==> src/rtl/swc_pkg.sv <==
// ============================================================================
// swc_pkg
// Shared widths, constants, codes and types for the window coefficient block.
// ============================================================================
`timescale 1ns / 1ps
`default_nettype none

package swc_pkg;

    localparam int MAX_LENGTH     = 8192;
    localparam int COEF_FRAC_BITS = 16;
    localparam int COSINE_STAGES  = 18;

    localparam int KIND_W  = 3;
    localparam int LEN_W   = 14;
    localparam int IDX_W   = 13;
    localparam int COEF_W  = COEF_FRAC_BITS + 1;
    localparam int QUOT_W  = 31;
    localparam int NUM_W   = QUOT_W + LEN_W;
    localparam int CW      = 34;
    localparam int C_W     = 32;
    localparam int PROD_W  = 64;
    localparam int RND_SH  = 30 - COEF_FRAC_BITS;

    localparam logic [31:0]          PI_Q30      = 32'd3373259426;
    localparam logic signed [CW-1:0] ONE_Q30     = CW'(64'sd1073741824);
    localparam logic signed [CW-1:0] GAIN_Q30    = CW'(64'sd652032874);
    localparam logic signed [CW-1:0] HAMMING_A0  = CW'(64'sd579820585);
    localparam logic signed [C_W-1:0] HAMMING_A1 = C_W'(64'sd493921239);
    localparam logic signed [CW-1:0] BLACKMAN_A0 = CW'(64'sd450971566);
    localparam logic signed [C_W-1:0] BLACKMAN_A2 = C_W'(64'sd85899346);

    typedef enum logic [KIND_W-1:0] {
        KIND_HANN      = 3'd0,
        KIND_HAMMING   = 3'd1,
        KIND_BLACKMAN  = 3'd2,
        KIND_BARTLETT  = 3'd3,
        KIND_RECT      = 3'd4
    } kind_t;

    typedef enum logic [1:0] {
        REG_KIND     = 2'd0,
        REG_LENGTH   = 2'd1,
        REG_PERIODIC = 2'd2
    } reg_idx_t;

    typedef struct packed {
        logic oor;
        logic unity;
        logic neg;
    } side_t;

    function automatic logic signed [CW-1:0] atan_q30(input int i);
        logic signed [CW-1:0] v;
        begin
            case (i)
                0:  v = CW'(64'sd843314856);
                1:  v = CW'(64'sd497837829);
                2:  v = CW'(64'sd263043836);
                3:  v = CW'(64'sd133525158);
                4:  v = CW'(64'sd67021686);
                5:  v = CW'(64'sd33543515);
                6:  v = CW'(64'sd16775850);
                7:  v = CW'(64'sd8388437);
                8:  v = CW'(64'sd4194282);
                9:  v = CW'(64'sd2097149);
                10: v = CW'(64'sd1048575);
                11: v = CW'(64'sd524287);
                12: v = CW'(64'sd262143);
                13: v = CW'(64'sd131071);
                14: v = CW'(64'sd65535);
                15: v = CW'(64'sd32767);
                16: v = CW'(64'sd16383);
                17: v = CW'(64'sd8191);
                18: v = CW'(64'sd4095);
                19: v = CW'(64'sd2047);
                20: v = CW'(64'sd1023);
                21: v = CW'(64'sd511);
                22: v = CW'(64'sd255);
                23: v = CW'(64'sd127);
                24: v = CW'(64'sd63);
                25: v = CW'(64'sd31);
                26: v = CW'(64'sd15);
                27: v = CW'(64'sd7);
                28: v = CW'(64'sd3);
                29: v = CW'(64'sd1);
                default: v = '0;
            endcase
            return v;
        end
    endfunction

endpackage

`default_nettype wire

==> src/rtl/swc_div.sv <==
// ============================================================================
// swc_div
// Pipelined restoring divider, one quotient bit per stage, with sideband.
// ============================================================================
`timescale 1ns / 1ps
`default_nettype none

module swc_div (
    input  wire logic                        clk,
    input  wire logic                        rst_n,
    input  wire logic                        advance,
    input  wire logic                        in_valid,
    input  wire logic [swc_pkg::NUM_W-1:0]   num,
    input  wire logic [swc_pkg::LEN_W-1:0]   den,
    input  wire swc_pkg::side_t              side_in,
    output logic                             out_valid,
    output logic [swc_pkg::QUOT_W-1:0]       quot,
    output swc_pkg::side_t                   side_out
);
    import swc_pkg::*;

    logic              valid_reg [QUOT_W];
    logic [LEN_W-1:0]  rem_reg   [QUOT_W];
    logic [QUOT_W-1:0] low_reg   [QUOT_W];
    logic [QUOT_W-1:0] quot_reg  [QUOT_W];
    logic [LEN_W-1:0]  den_reg   [QUOT_W];
    side_t             side_reg  [QUOT_W];

    for (genvar s = 0; s < QUOT_W; s++) begin : g_stage
        logic              v_in;
        logic [LEN_W-1:0]  rem_in;
        logic [QUOT_W-1:0] low_in;
        logic [QUOT_W-1:0] q_in;
        logic [LEN_W-1:0]  den_in;
        side_t             side_i;
        logic [LEN_W:0]    trial;
        logic              ge;
        logic [LEN_W:0]    diff;

        if (s == 0) begin : g_first
            always_comb
            begin
                v_in   = in_valid;
                rem_in = num[NUM_W-1:QUOT_W];
                low_in = num[QUOT_W-1:0];
                q_in   = '0;
                den_in = den;
                side_i = side_in;
            end
        end else begin : g_next
            always_comb
            begin
                v_in   = valid_reg[s-1];
                rem_in = rem_reg[s-1];
                low_in = low_reg[s-1];
                q_in   = quot_reg[s-1];
                den_in = den_reg[s-1];
                side_i = side_reg[s-1];
            end
        end

        always_comb
        begin
            trial = {rem_in, low_in[QUOT_W-1]};
            ge    = trial >= {1'b0, den_in};
            diff  = trial - {1'b0, den_in};
        end

        always_ff @(posedge clk or negedge rst_n)
        begin
            if (!rst_n)
            begin
                valid_reg[s] <= 1'b0;
            end
            else if (advance)
            begin
                valid_reg[s] <= v_in;
            end
        end

        always_ff @(posedge clk)
        begin
            if (advance)
            begin
                rem_reg[s]  <= ge ? diff[LEN_W-1:0] : trial[LEN_W-1:0];
                low_reg[s]  <= {low_in[QUOT_W-2:0], 1'b0};
                quot_reg[s] <= {q_in[QUOT_W-2:0], ge};
                den_reg[s]  <= den_in;
                side_reg[s] <= side_i;
            end
        end
    end

    assign out_valid = valid_reg[QUOT_W-1];
    assign quot      = quot_reg[QUOT_W-1];
    assign side_out  = side_reg[QUOT_W-1];

endmodule

`default_nettype wire

==> config.mk <==
export PLATFORM = sky130hd
export DESIGN_NAME = swc_div
export DESIGN_NICKNAME = d
export VERILOG_FILES = /design/src/rtl/swc_pkg.sv /design/src/rtl/swc_div.sv
export SDC_FILE = /design/constraint.sdc
export NUM_CORES = 2
export LEC_CHECK = 0
export ABC_AREA = 1
export BUFFER_PORTS_ARGS = -buffer_cell sky130_fd_sc_hd__buf_2
export CORE_AREA = 4 4 463 465
export DETAILED_ROUTE_END_ITERATION = 10
export DIE_AREA = 0 0 467 469
export GPL_TIMING_DRIVEN = 0
export SYNTH_ARGS = -nofsm -noshare
export SYNTH_HDL_FRONTEND = slang
export SYNTH_SLANG_ARGS = --single-unit
export TNS_END_PERCENT = 5
==> constraint.sdc <==
create_clock -name clk -period 5.2 [get_ports clk]
set_input_delay 1.04 -clock clk [delete_from_list [all_inputs] [get_ports clk]]
set_output_delay 1.04 -clock clk [all_outputs]
set_load 0.01 [all_outputs]
==> flow_summary.json <==
{
  "grt_pass1_wl_um": 301300,
  "p_leak_nw": 47.32,
  "startpoint_type": "primary input",
  "io_buffers": 100,
  "setup_slack_ns": 0.5772,
  "syn_avg_cell_area_um2": 10.73,
  "fin_crit_ns": 4.623,
  "cp.required_ns": 5.66,
  "hold_viol_final": 0,
  "io_pins": 101,
  "finalWeightedCongestion": 0.8496,
  "cts.repair.resized": 0,
  "vdd_drop_max_v": 0.0004224,
  "yosys_warnings": 0,
  "status": "finished clean",
  "rsz0062_at_grt": "no",
  "die_x_um": 467,
  "chipHeight_um": 469,
  "layout_commonest_cell": "nand2_1",
  "grt_max_degree": 176,
  "crit_fanout": 175,
  "areaGrowthSynthToFinish_pct": 12.23,
  "worstMarginPinSlew_ns": 1.044,
  "cts_buffers": 207,
  "root_buffer": "clkbuf_16",
  "numClockSinks": 1925,
  "ant_nets": 0,
  "dr.pass1.iters": 7,
  "core-area_um2": 209600,
  "path_class": "in -> reg",
  "netlist_instances": 8781,
  "fin_setup_tns_ns": 0,
  "dieArea_um2": 219000,
  "grt_pass1_vias": 55819,
  "max-clock-path-buffers": 3,
  "netlist_area_um2": 94240,
  "initial_core_util_pct": 44.97,
  "holdCritPathClass": "in -> async",
  "synth_seq_cells": 1925,
  "overflow": 0,
  "rows": 168,
  "synth_cell_types": 43,
  "slew_headroom_pct": 30.40,
  "synth.largest_area_cell": "edfxtp_1",
  "power_density_nw_per_um2": 561.2,
  "cts_tree": "yes",
  "synthFlopType": "edfxtp_1",
  "cp.arrival_ns": 5.08,
  "synth-edff-count": 1894,
  "endpoint_kind": "flip-flop",
  "clock.fmax_ghz": 0.2163,
  "preCtsSetupSlack_ns": -0.2748,
  "yosysSeqAreaShare_pct": 61.17,
  "hpwl_um": 137300,
  "cts.clk_slew.worst_paths_ns": 0.06,
  "drt-initial-drc-count": 4246,
  "yosysTopAreaCellShare_pct": 60.35,
  "synthTopCellsByArea": "edfxtp_1 60%, nand2_1 9.5%, inv_1 6.9%",
  "drc": 0,
  "clock_latency_ns": 0.85,
  "cts_setup_buffers": 0,
  "largest_reg_flops": 496,
  "synth.net_count": 9341,
  "slew_violations": 0,
  "post_drt_wl_per_cell_um": 15.47,
  "finClkSkew_ns": 0.04963,
  "gr-usage-all-layers_pct": 17.12,
  "antenna_found_initial": 2,
  "final_cell_mix": "2,374 x nand2_1, 1,894 x edfxtp_1, 1,740 x inv_1",
  "nNetsFinal": 9661,
  "async_flop_share_pct": 1.610,
  "vias": 57399,
  "period_share_pct": 88.90,
  "cap_violations": 0,
  "vias_per_cell": 4.747,
  "postCtsHoldBufs": 0,
  "setup_viol": 0,
  "drive_above_1_share_pct": 10.51,
  "drt-total-wl_um": 187100,
  "cts.htree.levels": 4
}
[kinds of logic after synthesis]
logic type | synth area share (%)
flops | 61.17
fa+ha+maj | 6.797
simple gates | 18.71
compound gates | 3.436
xor+xnor | 1.952
buf+inv | 7.918
mux | 0.01195
[metal layers]
| metal | GRT usage, % | wire, µm | vias up |
|---|---|---|---|
| met5 | 0 | 0 | - |
| met4 | 4.072 | 3675 | 0 |
| met3 | 2.461 | 7557 | 251 |
| met2 | 27.07 | 83680 | 890 |
| met1 | 25.04 | 92190 | 26727 |
| li1 | - | - | 29531 |
[final timing paths]
check | startpoint | slack, ns | endpoint | depth (start not counted)
max | advance | 0.58 | side_reg[27][1]$_DFFE_PP_ | 6
min | rst_n | 0.23 | g_stage[5].v_in$_DFFE_PN0P_ | 1
max reg2reg | den_reg[5][23]$_DFFE_PP_ | 2.78 | rem_reg[22][10]$_DFFE_PP_ | 10
min reg2reg | quot_reg[16][3]$_DFFE_PP_ | 0.39 | quot_reg[17][4]$_DFFE_PP_ | 0
max in group asynchronous | rst_n | 4.52 | g_stage[22].v_in$_DFFE_PN0P_ | 1
min in group clk | num[14] | 0.36 | low_reg[0][14]$_DFFE_PP_ | 1
[where the power goes]
group / switching, mW / total [mW] / internal, mW
logic: 14.0 / 21.9 / 7.91
registers: 1.50 / 22.3 / 20.8
clock network: 6.29 / 15.1 / 8.81
total: 21.8 / 59.4 / 37.5
[cell type report]
class,count,area (µm²)
Antenna cell,4,10.01
Buffer,69,829.5
Clock buffer,236,5393
Clock inverter,155,1795
Fill cell,18914,103800
Inverter,1767,6633
Multi-Input combinational cell,5020,29130
Sequential cell,1925,57650
Tap cell,2805,3510
Timing Repair Buffer,111,818.3
[worst max-delay path: stages]
cell,delay (ns)
buf_12,0.42
buf_16,0.49
buf_16,0.50
buf_16,0.61
buf_16,0.54
buf_16,0.52
[cells in the mapped netlist, types with 41 or more instances]
library cell and count:
nand4_1 262, nand3_1 412, nand3_2 47, xor2_1 169, o21ai_2 98, a21oi_1 159, and2_1 50, nand2_1 2374
nand2_2 101, edfxtp_1 1894, xnor2_1 41, nor2_2 65, nor2_1 356, ha_1 464, o21ai_1 145, inv_1 1740
nand3_4 43
[stage by stage]
step | power (mW) | cell area, µm² | cells | hold slack, ns | util [%]
finish | 59.36 | 105800 | 12092 | 0.2267 | 50.47
global route | 64.04 | 105800 | 12091 | 0.2239 | 50.47
CTS | 60.14 | 105800 | 12088 | 0.1595 | 50.46
detailed placement | 44.63 | 98570 | 11697 | 0.4045 | 47.03
global placement | 45.35 | 98250 | 11686 | 0.4004 | 46.88
floorplan | 38.73 | 94240 | 8781 | 0.4003 | -
Note: power is estimated with default switching activity, not from simulation.
